$ cat src/rtl/core/dynamic_priority_scheduler_defines.svh
// ----------------------------------------------------------------------------
// dynamic priority scheduler assertion macros
// shared property forms for the scheduler's concurrent checks
// ----------------------------------------------------------------------------
`ifndef DYNAMIC_PRIORITY_SCHEDULER_DEFINES_SVH
`define DYNAMIC_PRIORITY_SCHEDULER_DEFINES_SVH

// condition implies consequence in the same cycle
`define DPS_ASSERT_SAME(label, clk, rst, ante, cons, msg) \
   label: assert property (@(posedge clk) disable iff (rst) (ante) |-> (cons)) \
      else $error(msg);

// condition implies consequence in the next cycle
`define DPS_ASSERT_NEXT(label, clk, rst, ante, cons, msg) \
   label: assert property (@(posedge clk) disable iff (rst) (ante) |=> (cons)) \
      else $error(msg);

`endif

$ cat src/rtl/core/dps_pkg.sv
// ----------------------------------------------------------------------------
// dps_pkg
// shared widths, codes and types of the dynamic priority scheduler
// ----------------------------------------------------------------------------
`default_nettype none

package dps_pkg;

   localparam int PRIO_W          = 8;
   localparam int TIME_W          = 8;
   localparam int SLOT_W          = 3;
   localparam int TOTAL_W         = 11;
   localparam int DEF_NUM_ENTRIES = 8;

   // request operation codes
   localparam logic OP_LOAD = 1'b0;
   localparam logic OP_TICK = 1'b1;

   // lowest priority, decrement saturates here
   localparam logic signed [PRIO_W-1:0] PRIO_MIN = {1'b1, {(PRIO_W-1){1'b0}}};

   // one table entry as stored in the memory
   typedef struct packed {
      logic signed [PRIO_W-1:0] prio;
      logic [TIME_W-1:0]        remain;
   } entry_type;

   // running winner of a selection pass
   typedef struct packed {
      logic                     found;
      logic signed [PRIO_W-1:0] prio;
      logic [TIME_W-1:0]        remain;
   } best_type;

endpackage

`default_nettype wire

$ cat src/rtl/core/dps_req_if.sv
// ----------------------------------------------------------------------------
// dps_req_if
// request channel of the scheduler: valid, ready and one request
// ----------------------------------------------------------------------------
`default_nettype none

interface dps_req_if;
   import dps_pkg::*;

   logic                     valid;
   logic                     ready;
   logic                     operation;
   logic [SLOT_W-1:0]        entry_index;
   logic signed [PRIO_W-1:0] start_priority;
   logic [TIME_W-1:0]        start_time;

   modport source (
      output valid, operation, entry_index, start_priority, start_time,
      input  ready
   );

   modport sink (
      input  valid, operation, entry_index, start_priority, start_time,
      output ready
   );

endinterface

`default_nettype wire

$ cat src/rtl/core/dps_rsp_if.sv
// ----------------------------------------------------------------------------
// dps_rsp_if
// response channel of the scheduler: valid, ready and one tick result
// ----------------------------------------------------------------------------
`default_nettype none

interface dps_rsp_if;
   import dps_pkg::*;

   logic                     valid;
   logic                     ready;
   logic [SLOT_W-1:0]        chosen_index;
   logic                     ran;
   logic signed [PRIO_W-1:0] new_priority;
   logic [TIME_W-1:0]        time_left;
   logic                     finished;
   logic                     all_done;

   modport source (
      output valid, chosen_index, ran, new_priority, time_left, finished, all_done,
      input  ready
   );

   modport sink (
      input  valid, chosen_index, ran, new_priority, time_left, finished, all_done,
      output ready
   );

endinterface

`default_nettype wire

$ cat src/rtl/core/dynamic_priority_scheduler.sv
// ----------------------------------------------------------------------------
// dynamic_priority_scheduler
// priority scheduler with aging over a memory-held table of process entries
// ----------------------------------------------------------------------------
// The block holds NUM_ENTRIES entries, each a signed priority and a remaining
// run time, in a single-port-read memory with a registered read port. A load
// request writes one entry and produces no response; a slot beyond the table
// is ignored, any other holds off the next request in the load state, since
// the old run time is read back to keep the running total of remaining work.
// A tick request streams every entry out of the memory, one per cycle, through
// a single comparator that keeps the ready entry with the highest priority
// (lowest index on a tie); the winner then loses one priority step (saturating
// at the minimum) and one time unit and is written back. A tick passes
// through the scan and finish states, paced by the one read port. The
// response is held in an output register, so a new request may be accepted
// while it waits; a tick waits only at its final step for the previous
// response to be taken. Memory contents need no clearing pass after reset:
// per-entry valid bits make unwritten entries read as finished with zero
// priority.
// ----------------------------------------------------------------------------
`default_nettype none

`include "dynamic_priority_scheduler_defines.svh"

module dynamic_priority_scheduler #(
   parameter int NUM_ENTRIES = dps_pkg::DEF_NUM_ENTRIES
) (
   input wire logic clock,
   input wire logic reset,
   dps_req_if.sink  req_ch,
   dps_rsp_if.source rsp_ch
);
   import dps_pkg::*;

   localparam int IDX_W = $clog2(NUM_ENTRIES);
   localparam logic [IDX_W-1:0] LAST_IDX = IDX_W'(NUM_ENTRIES - 1);

   // controller states
   localparam logic [1:0] ST_IDLE   = 2'd0;
   localparam logic [1:0] ST_LOAD   = 2'd1;
   localparam logic [1:0] ST_SCAN   = 2'd2;
   localparam logic [1:0] ST_FINISH = 2'd3;

   logic [1:0]               state_ff, state_in;
   logic [IDX_W-1:0]         idx_ff, idx_in;        // address of the read in flight
   entry_type                load_ff, load_in;      // pending load payload
   logic [TOTAL_W-1:0]       total_ff, total_in;    // running sum of run times

   logic                     rsp_valid_ff, rsp_valid_in;
   logic [SLOT_W-1:0]        rsp_idx_ff, rsp_idx_in;
   logic                     rsp_ran_ff, rsp_ran_in;
   logic signed [PRIO_W-1:0] rsp_prio_ff, rsp_prio_in;
   logic [TIME_W-1:0]        rsp_time_ff, rsp_time_in;
   logic                     rsp_fin_ff, rsp_fin_in;
   logic                     rsp_done_ff, rsp_done_in;

   logic                     req_fire;
   logic                     slot_ok;
   logic                     out_free;
   logic                     finish_fire;

   logic [IDX_W-1:0]         rd_addr;
   entry_type                rd_data;
   logic                     wr_en;
   logic [IDX_W-1:0]         wr_addr;
   entry_type                wr_data;

   logic                     sel_clear;
   logic                     sel_enable;
   best_type                 best;
   logic [IDX_W-1:0]         best_idx;

   entry_type                aged;
   logic [TOTAL_W-1:0]       total_dec;

   assign req_ch.ready = (state_ff == ST_IDLE);
   assign req_fire     = req_ch.valid && req_ch.ready;
   assign slot_ok      = (32'(req_ch.entry_index) < NUM_ENTRIES);

   // output register is free once empty or being drained this cycle
   assign out_free    = !rsp_valid_ff || rsp_ch.ready;
   assign finish_fire = (state_ff == ST_FINISH) && out_free;

   // aged winner: one priority step down (saturating) and one time unit less
   assign aged.prio   = (best.prio == PRIO_MIN) ? PRIO_MIN : best.prio - 1'b1;
   assign aged.remain = best.remain - 1'b1;
   assign total_dec   = total_ff - 1'b1;

   dps_mem #(
      .NUM_ENTRIES (NUM_ENTRIES),
      .IDX_W       (IDX_W)
   ) u_mem (
      .clock   (clock),
      .reset   (reset),
      .rd_addr (rd_addr),
      .rd_data (rd_data),
      .wr_en   (wr_en),
      .wr_addr (wr_addr),
      .wr_data (wr_data)
   );

   dps_sel #(
      .IDX_W (IDX_W)
   ) u_sel (
      .clock     (clock),
      .reset     (reset),
      .clear     (sel_clear),
      .enable    (sel_enable),
      .entry_idx (idx_ff),
      .entry     (rd_data),
      .best      (best),
      .best_idx  (best_idx)
   );

   always_comb begin
      state_in     = state_ff;
      idx_in       = idx_ff;
      load_in      = load_ff;
      total_in     = total_ff;
      rsp_valid_in = rsp_valid_ff && !rsp_ch.ready;
      rsp_idx_in   = rsp_idx_ff;
      rsp_ran_in   = rsp_ran_ff;
      rsp_prio_in  = rsp_prio_ff;
      rsp_time_in  = rsp_time_ff;
      rsp_fin_in   = rsp_fin_ff;
      rsp_done_in  = rsp_done_ff;
      rd_addr      = idx_ff;
      wr_en        = 1'b0;
      wr_addr      = idx_ff;
      wr_data      = load_ff;
      sel_clear    = 1'b0;
      sel_enable   = 1'b0;

      case (state_ff)
         ST_IDLE: begin
            if (req_fire) begin
               load_in.prio   = req_ch.start_priority;
               load_in.remain = req_ch.start_time;
               if (req_ch.operation == OP_TICK) begin
                  // start the pass at entry zero
                  rd_addr   = '0;
                  idx_in    = '0;
                  sel_clear = 1'b1;
                  state_in  = ST_SCAN;
               end else if (slot_ok) begin
                  // fetch the old entry to correct the total
                  rd_addr  = IDX_W'(req_ch.entry_index);
                  idx_in   = IDX_W'(req_ch.entry_index);
                  state_in = ST_LOAD;
               end
            end
         end
         ST_LOAD: begin
            total_in = total_ff - TOTAL_W'(rd_data.remain) + TOTAL_W'(load_ff.remain);
            wr_en    = 1'b1;
            wr_addr  = idx_ff;
            wr_data  = load_ff;
            state_in = ST_IDLE;
         end
         ST_SCAN: begin
            // data of entry idx_ff is on the read port now
            sel_enable = 1'b1;
            if (idx_ff == LAST_IDX) begin
               state_in = ST_FINISH;
            end else begin
               rd_addr = idx_ff + 1'b1;
               idx_in  = idx_ff + 1'b1;
            end
         end
         ST_FINISH: begin
            if (out_free) begin
               rsp_valid_in = 1'b1;
               if (best.found) begin
                  wr_en       = 1'b1;
                  wr_addr     = best_idx;
                  wr_data     = aged;
                  total_in    = total_dec;
                  rsp_idx_in  = SLOT_W'(best_idx);
                  rsp_ran_in  = 1'b1;
                  rsp_prio_in = aged.prio;
                  rsp_time_in = aged.remain;
                  rsp_fin_in  = (aged.remain == '0);
                  rsp_done_in = (total_dec == '0);
               end else begin
                  // nothing ready: empty result, all work done
                  rsp_idx_in  = '0;
                  rsp_ran_in  = 1'b0;
                  rsp_prio_in = '0;
                  rsp_time_in = '0;
                  rsp_fin_in  = 1'b0;
                  rsp_done_in = 1'b1;
               end
               state_in = ST_IDLE;
            end
         end
         default: begin
            state_in = ST_IDLE;
         end
      endcase
   end

   always_ff @(posedge clock) begin
      if (reset) begin
         state_ff     <= ST_IDLE;
         total_ff     <= '0;
         rsp_valid_ff <= 1'b0;
      end else begin
         state_ff     <= state_in;
         total_ff     <= total_in;
         rsp_valid_ff <= rsp_valid_in;
      end
      idx_ff      <= idx_in;
      load_ff     <= load_in;
      rsp_idx_ff  <= rsp_idx_in;
      rsp_ran_ff  <= rsp_ran_in;
      rsp_prio_ff <= rsp_prio_in;
      rsp_time_ff <= rsp_time_in;
      rsp_fin_ff  <= rsp_fin_in;
      rsp_done_ff <= rsp_done_in;
   end

   assign rsp_ch.valid        = rsp_valid_ff;
   assign rsp_ch.chosen_index = rsp_idx_ff;
   assign rsp_ch.ran          = rsp_ran_ff;
   assign rsp_ch.new_priority = rsp_prio_ff;
   assign rsp_ch.time_left    = rsp_time_ff;
   assign rsp_ch.finished     = rsp_fin_ff;
   assign rsp_ch.all_done     = rsp_done_ff;

   // a new response only appears as the result of a finished tick
   `DPS_ASSERT_SAME(a_rsp_from_tick, clock, reset, $rose(rsp_valid_ff), $past(state_ff) == ST_FINISH, "response without a completed tick")

   // the table is never written while a selection pass is streaming it
   `DPS_ASSERT_SAME(a_no_write_in_scan, clock, reset, state_ff == ST_SCAN, !wr_en, "table written during scan")

   // a tick that ran consumes exactly one unit of total work
   `DPS_ASSERT_NEXT(a_total_dec, clock, reset, finish_fire && best.found, total_ff == $past(total_dec), "running total not decremented")

endmodule

`default_nettype wire

$ cat src/rtl/core/dps_mem.sv
// ----------------------------------------------------------------------------
// dps_mem
// entry table: one write port, one registered read port, per-entry valid bits
// ----------------------------------------------------------------------------
`default_nettype none

module dps_mem #(
   parameter int NUM_ENTRIES = 8,
   parameter int IDX_W       = 3
) (
   input  wire logic               clock,
   input  wire logic               reset,
   input  wire logic [IDX_W-1:0]   rd_addr,
   output dps_pkg::entry_type      rd_data,
   input  wire logic               wr_en,
   input  wire logic [IDX_W-1:0]   wr_addr,
   input  dps_pkg::entry_type      wr_data
);
   import dps_pkg::*;

   entry_type              mem [NUM_ENTRIES];
   logic [NUM_ENTRIES-1:0] valid_ff;
   logic [NUM_ENTRIES-1:0] valid_in;
   entry_type              rd_data_ff;
   logic                   rd_valid_ff;

   always_comb begin
      valid_in = valid_ff;
      if (wr_en) begin
         valid_in[wr_addr] = 1'b1;
      end
   end

   always_ff @(posedge clock) begin
      if (reset) begin
         valid_ff    <= '0;
         rd_valid_ff <= 1'b0;
      end else begin
         valid_ff    <= valid_in;
         rd_valid_ff <= valid_ff[rd_addr];
      end
   end

   always_ff @(posedge clock) begin
      if (wr_en) begin
         mem[wr_addr] <= wr_data;
      end
      rd_data_ff <= mem[rd_addr];
   end

   // never-written entries read as the reset value
   assign rd_data = rd_valid_ff ? rd_data_ff : '0;

endmodule

`default_nettype wire

$ cat src/rtl/core/dps_sel.sv
// ----------------------------------------------------------------------------
// dps_sel
// running maximum over streamed entries, ties kept at the lower index
// ----------------------------------------------------------------------------
`default_nettype none

module dps_sel #(
   parameter int IDX_W = 3
) (
   input  wire logic             clock,
   input  wire logic             reset,
   input  wire logic             clear,
   input  wire logic             enable,
   input  wire logic [IDX_W-1:0] entry_idx,
   input  dps_pkg::entry_type    entry,
   output dps_pkg::best_type     best,
   output logic [IDX_W-1:0]      best_idx
);
   import dps_pkg::*;

   best_type         best_ff;
   best_type         best_in;
   logic [IDX_W-1:0] idx_ff;
   logic [IDX_W-1:0] idx_in;
   logic             take;

   // finished entries (zero time) do not compete
   assign take = enable && (entry.remain != '0) &&
                 (!best_ff.found || (entry.prio > best_ff.prio));

   always_comb begin
      best_in = best_ff;
      idx_in  = idx_ff;
      if (clear) begin
         best_in.found = 1'b0;
      end else if (take) begin
         best_in.found  = 1'b1;
         best_in.prio   = entry.prio;
         best_in.remain = entry.remain;
         idx_in         = entry_idx;
      end
   end

   always_ff @(posedge clock) begin
      if (reset) begin
         best_ff.found <= 1'b0;
      end else begin
         best_ff.found <= best_in.found;
      end
      best_ff.prio   <= best_in.prio;
      best_ff.remain <= best_in.remain;
      idx_ff         <= idx_in;
   end

   assign best     = best_ff;
   assign best_idx = idx_ff;

endmodule

`default_nettype wire

$ cat src/flat_wrapper.sv
// flat-port wrapper written by rule: the top's interface ports become plain ports
module dynamic_priority_scheduler_flat import dps_pkg::*;
#(
   parameter int NUM_ENTRIES = dps_pkg::DEF_NUM_ENTRIES
)
  (clock, reset, req_ch_valid, req_ch_operation, req_ch_entry_index, req_ch_start_priority, req_ch_start_time, req_ch_ready, rsp_ch_valid, rsp_ch_chosen_index, rsp_ch_ran, rsp_ch_new_priority, rsp_ch_time_left, rsp_ch_finished, rsp_ch_all_done, rsp_ch_ready);
  dps_req_if req_ch_i ();
  dps_rsp_if rsp_ch_i ();
  input wire logic clock;
  input wire logic reset;
  input wire logic [$bits(req_ch_i.valid)-1:0] req_ch_valid;
  input wire logic [$bits(req_ch_i.operation)-1:0] req_ch_operation;
  input wire logic [$bits(req_ch_i.entry_index)-1:0] req_ch_entry_index;
  input wire logic [$bits(req_ch_i.start_priority)-1:0] req_ch_start_priority;
  input wire logic [$bits(req_ch_i.start_time)-1:0] req_ch_start_time;
  output wire logic [$bits(req_ch_i.ready)-1:0] req_ch_ready;
  output wire logic [$bits(rsp_ch_i.valid)-1:0] rsp_ch_valid;
  output wire logic [$bits(rsp_ch_i.chosen_index)-1:0] rsp_ch_chosen_index;
  output wire logic [$bits(rsp_ch_i.ran)-1:0] rsp_ch_ran;
  output wire logic [$bits(rsp_ch_i.new_priority)-1:0] rsp_ch_new_priority;
  output wire logic [$bits(rsp_ch_i.time_left)-1:0] rsp_ch_time_left;
  output wire logic [$bits(rsp_ch_i.finished)-1:0] rsp_ch_finished;
  output wire logic [$bits(rsp_ch_i.all_done)-1:0] rsp_ch_all_done;
  input wire logic [$bits(rsp_ch_i.ready)-1:0] rsp_ch_ready;
  assign req_ch_i.valid = req_ch_valid;
  assign req_ch_i.operation = req_ch_operation;
  assign req_ch_i.entry_index = req_ch_entry_index;
  assign req_ch_i.start_priority = req_ch_start_priority;
  assign req_ch_i.start_time = req_ch_start_time;
  assign req_ch_ready = req_ch_i.ready;
  assign rsp_ch_valid = rsp_ch_i.valid;
  assign rsp_ch_chosen_index = rsp_ch_i.chosen_index;
  assign rsp_ch_ran = rsp_ch_i.ran;
  assign rsp_ch_new_priority = rsp_ch_i.new_priority;
  assign rsp_ch_time_left = rsp_ch_i.time_left;
  assign rsp_ch_finished = rsp_ch_i.finished;
  assign rsp_ch_all_done = rsp_ch_i.all_done;
  assign rsp_ch_i.ready = rsp_ch_ready;
  dynamic_priority_scheduler #(.NUM_ENTRIES(NUM_ENTRIES)) u_core (.clock(clock), .reset(reset), .req_ch(req_ch_i), .rsp_ch(rsp_ch_i));
endmodule
$ cat config.mk
export PLATFORM = sky130hd
export DESIGN_NAME = dynamic_priority_scheduler_flat
export DESIGN_NICKNAME = d
export VERILOG_FILES = /design/src/rtl/core/dps_pkg.sv /design/src/rtl/core/dps_req_if.sv /design/src/rtl/core/dps_rsp_if.sv /design/src/rtl/core/dynamic_priority_scheduler.sv /design/src/rtl/core/dps_mem.sv /design/src/rtl/core/dps_sel.sv /design/src/flat_wrapper.sv
export VERILOG_INCLUDE_DIRS = /design/src /design/src/rtl/core
export SDC_FILE = /design/constraint.sdc
export NUM_CORES = 1
export LEC_CHECK = 0
export ABC_AREA = 0
export BUFFER_PORTS_ARGS = -buffer_cell sky130_fd_sc_hd__buf_4
export CAP_MARGIN = 20
export CELL_PAD_IN_SITES_DETAIL_PLACEMENT = 0
export CELL_PAD_IN_SITES_GLOBAL_PLACEMENT = 1
export CORE_MARGIN = 4
export CORE_UTILIZATION = 51
export DETAILED_ROUTE_END_ITERATION = 10
export GPL_ROUTABILITY_DRIVEN = 1
export PLACE_DENSITY_LB_ADDON = 0.1
export SLEW_MARGIN = 30
export SYNTH_ARGS = -nofsm -noshare
export SYNTH_HDL_FRONTEND = slang
export SYNTH_SLANG_ARGS = --single-unit
$ cat constraint.sdc
create_clock -name clock -period 3.5 [get_ports clock]
set_input_delay 0.7 -clock clock [delete_from_list [all_inputs] [get_ports clock]]
set_output_delay 0.7 -clock clock [all_outputs]
set_load 0.01 [all_outputs]
==> reports/metrics.csv <==
stage,metric,value,unit
sta,worstMarginPinSlew,0.9417,ns
yosys,synthesis.area,0.009938,mm^2
worst_setup_path,startpoint_type,flip-flop,
clock_tree,cts.sink_count,228,
worst_setup_path,cp-startpoint,u_core.u_mem.rd_valid_ff,
pwr,p_leak,0.004425,uW
place,post-place-ws,0.4730,ns
worst_setup_path,reg2reg_from,u_core.u_mem.rd_valid_ff,
yosys,synth-seq-area-share,0.6456,
worst_setup_path,critPathCaptureType,flip-flop,
global_route,grt_pass1_vias,6131,
floorplan,core-area,0.01896,mm^2
sta,finalHoldViolations,0,
yosys,synth_top_flop_cell,edfxtp_1,
sta,fin_setup_tns,0,ns
place,io_buffers,47,
finish,insertedDiodeCount,0,
sta,drv_slew,0,
yosys,synth_top_area_cell,edfxtp_1,
pwr,peakVddDrop,0.5272,mV
yosys,ys_top_cells_by_count,"edfxtp_1 (185), nand2_1 (81), inv_1 (52)",
yosys,syn-instance-count,709,
global_route,grt_overflow_total,0,
clock_tree,cts_inserted_buffers,25,
floorplan,rows,50,
run,cap_violations,0,
yosys,synth_area_leaders,"edfxtp_1 (56%), dfxtp_1 (8.7%), mux4_2 (7.7%)",
finish,nets,851,
sta,clock.fmax,0.3328,GHz
global_route,grt_pass1_wl,34250,um
detailed_routing,vias,5928,
worst_setup_path,required,3.91,ns
floorplan,initial_core_util,0.5243,
detailed_routing,wl_per_cell,20.27,um
finish,layout-drive-gt1-share,0.2109,
clock_tree,cts_resized,0,
finish,syn2layout_area_growth,16.76,%
sta,period_minus_slack,3.005,ns
global_route,track_usage,0.2027,
detailed_routing,first_iter_violations,404,
sta,clock_skew,0.01260,ns
outcome,outcome,finished clean,
worst_setup_path,worstReg2RegEnd,u_core.total_ff[10],
yosys,synth-edff-count,185,
finish,final_util,0.6121,
clock_tree,hold_buffers,0,
finish,final_area,0.01160,mm^2
detailed_routing,wirelength,21700,um
worst_setup_path,worstSetupEndpoint,u_core.total_ff[10],
sta,rsz0062_at_grt,false,
clock_tree,clk_latency,0.53,ns
worst_setup_path,worstPathMaxFanout,16,
clock_tree,post_cts_buffers,0,
clock_tree,clkTransAtPathRegs,0.06,ns
place,globalplace.congestion,0.8166,
floorplan,dieHeight,147.6,um
global_route,antenna_found_initial,0,
clock_tree,cts_tree,done,
floorplan,dieWidth,147.6,um
yosys,syn-num-nets,768,
sta,relSlewSlack,0.3655,
floorplan,io_pins,48,
detailed_routing,drc,0,
global_route,grt_start_max_net_pins,36,
sta,setup_ws,0.4951,ns
worst_setup_path,ff2ff_path_depth,10,
yosys,syn_area_per_cell,14.02,um^2
sta,fin_crit_sh,0.8585,
worst_setup_path,path_class,reg -> reg,
clock_tree,clk_path_buf_depth,3,
worst_setup_path,r2r_setup_slack,0.50,ns
clock_tree,root_buffer,clkbuf_16,
worst_hold_path,hold_class,in -> reg,
detailed_routing,first_pass_iters,4,
floorplan,dieArea,0.02178,mm^2
sta,setup_viol,0,
yosys,ys_types,59,
clock_tree,htreeDepth,1,
yosys,synth-seq-cells,228,
place,dpl-instance-area,0.01078,mm^2
finish,fillers,1502,
place,post-dp-hpwl,14790,um
detailed_routing,drtAntennaViolNets,0,
worst_setup_path,critPathArrivalTime,3.41,ns
yosys,synthArstFlopShare,0,
detailed_routing,vias_per_cell,5.535,
yosys,yosys_warnings,0,
pwr,power.density,586.7,mW/mm^2
yosys,synth_top_cell_area_share,0.5590,
yosys,synth_most_common_cell,edfxtp_1,
## cells in the final DEF (no fill, tap or decap), drive strengths merged, types with 27 or more instances in the layout
| cell | instances |
|---|---|
| buf | 79 |
| clkbuf | 34 |
| dfxtp | 43 |
| edfxtp | 185 |
| ha | 27 |
| inv | 57 |
| mux4 | 34 |
| nand2 | 81 |
| nor2 | 42 |
| o21ai | 27 |
## power breakdown
part / internal, uW / switching [uW]
registers: 3100 / 83.0
logic: 447 / 585
clock network: 1560 / 1040
total: 5100 / 1710
## worst min path at each step
stage / slack [ns] / startpoint / to / cells past startpoint
after CTS: 0.33 / req_ch_start_time[0] / u_core.load_ff[0] / 1
after global routing: 0.33 / req_ch_start_time[3] / u_core.load_ff[3] / 1
after floorplan: 0.40 / u_core.u_sel.best[16] / u_core.rsp_ch.ran / 0
after detailed placement: 0.46 / u_core.u_mem.valid_ff[7] / u_core.u_mem.valid_ff[7] / 1
final: 0.35 / req_ch_start_time[0] / u_core.load_ff[0] / 1
after global placement: 0.45 / u_core.u_mem.valid_ff[0] / u_core.u_mem.valid_ff[0] / 1
## registers in the layout (all words and copies together), names as in the netlist, 2 cells and up
signal and count:
u_core.u_mem.mem 128, u_core.u_sel.best 17, u_core.load_ff 16, u_core.u_mem.rd_data_ff 16
u_core.total_ff 11, u_core.rsp_ch.new_priority 8, u_core.rsp_ch.time_left 8, u_core.u_mem.valid_ff 8
u_core.idx_ff 3, u_core.rsp_ch.chosen_index 3, u_core.u_sel.best_idx 3, u_core.state_ff 2
## per-stage QoR
step | total power [uW] | instances | hold slack (ns)
after global placement | 4252 | 1025 | 0.4508
after floorplan | 3960 | 709 | 0.4029
final | 6808 | 1071 | 0.3491
after detailed placement | 4276 | 1025 | 0.4602
after global routing | 7115 | 1071 | 0.3291
after CTS | 6881 | 1071 | 0.3257
## critical path: stages, from the launching register on
cell       delay (ns)
dfxtp_1          0.43
and2_1           0.25
fa_1             0.54
inv_1            0.06
fa_1             0.47
a21o_1           0.20
nand4_1          0.09
nand2_1          0.10
a211oi_1         0.30
mux2i_1          0.12
a2111oi_0        0.34
## cells by family after synthesis
group | after synthesis | share of synthesized area
AOI/OAI and AO/OA | 103 | 0.07302
adders and majority gates | 35 | 0.05011
DFF | 228 | 0.6456
muxes | 36 | 0.07906
and+or+nand+nor | 206 | 0.09883
buffers and inverters | 78 | 0.03311
xor gates and xnor gates | 23 | 0.02027
## final cells by class
type / count / area (um^2) / share of cell area
timing repair buffer: 79 / 605.6 / 0.05219
multi-input combinational: 403 / 3223 / 0.2778
clock buffer: 34 / 699.4 / 0.06028
inverter: 55 / 206.4 / 0.01779
sequential: 228 / 6416 / 0.5529
clock inverter: 12 / 127.6 / 0.01100
tap: 260 / 325.3 / 0.02804
## routing by layer
layer,part of all wire,up-vias,track usage
li1,-,2789,-
met1,0.45,2945,0.2844
met2,0.47,156,0.3276
met3,0.057,38,0.03801
met4,0.024,0,0.05732
met5,0,-,0
(Power assumes the default switching activity.)
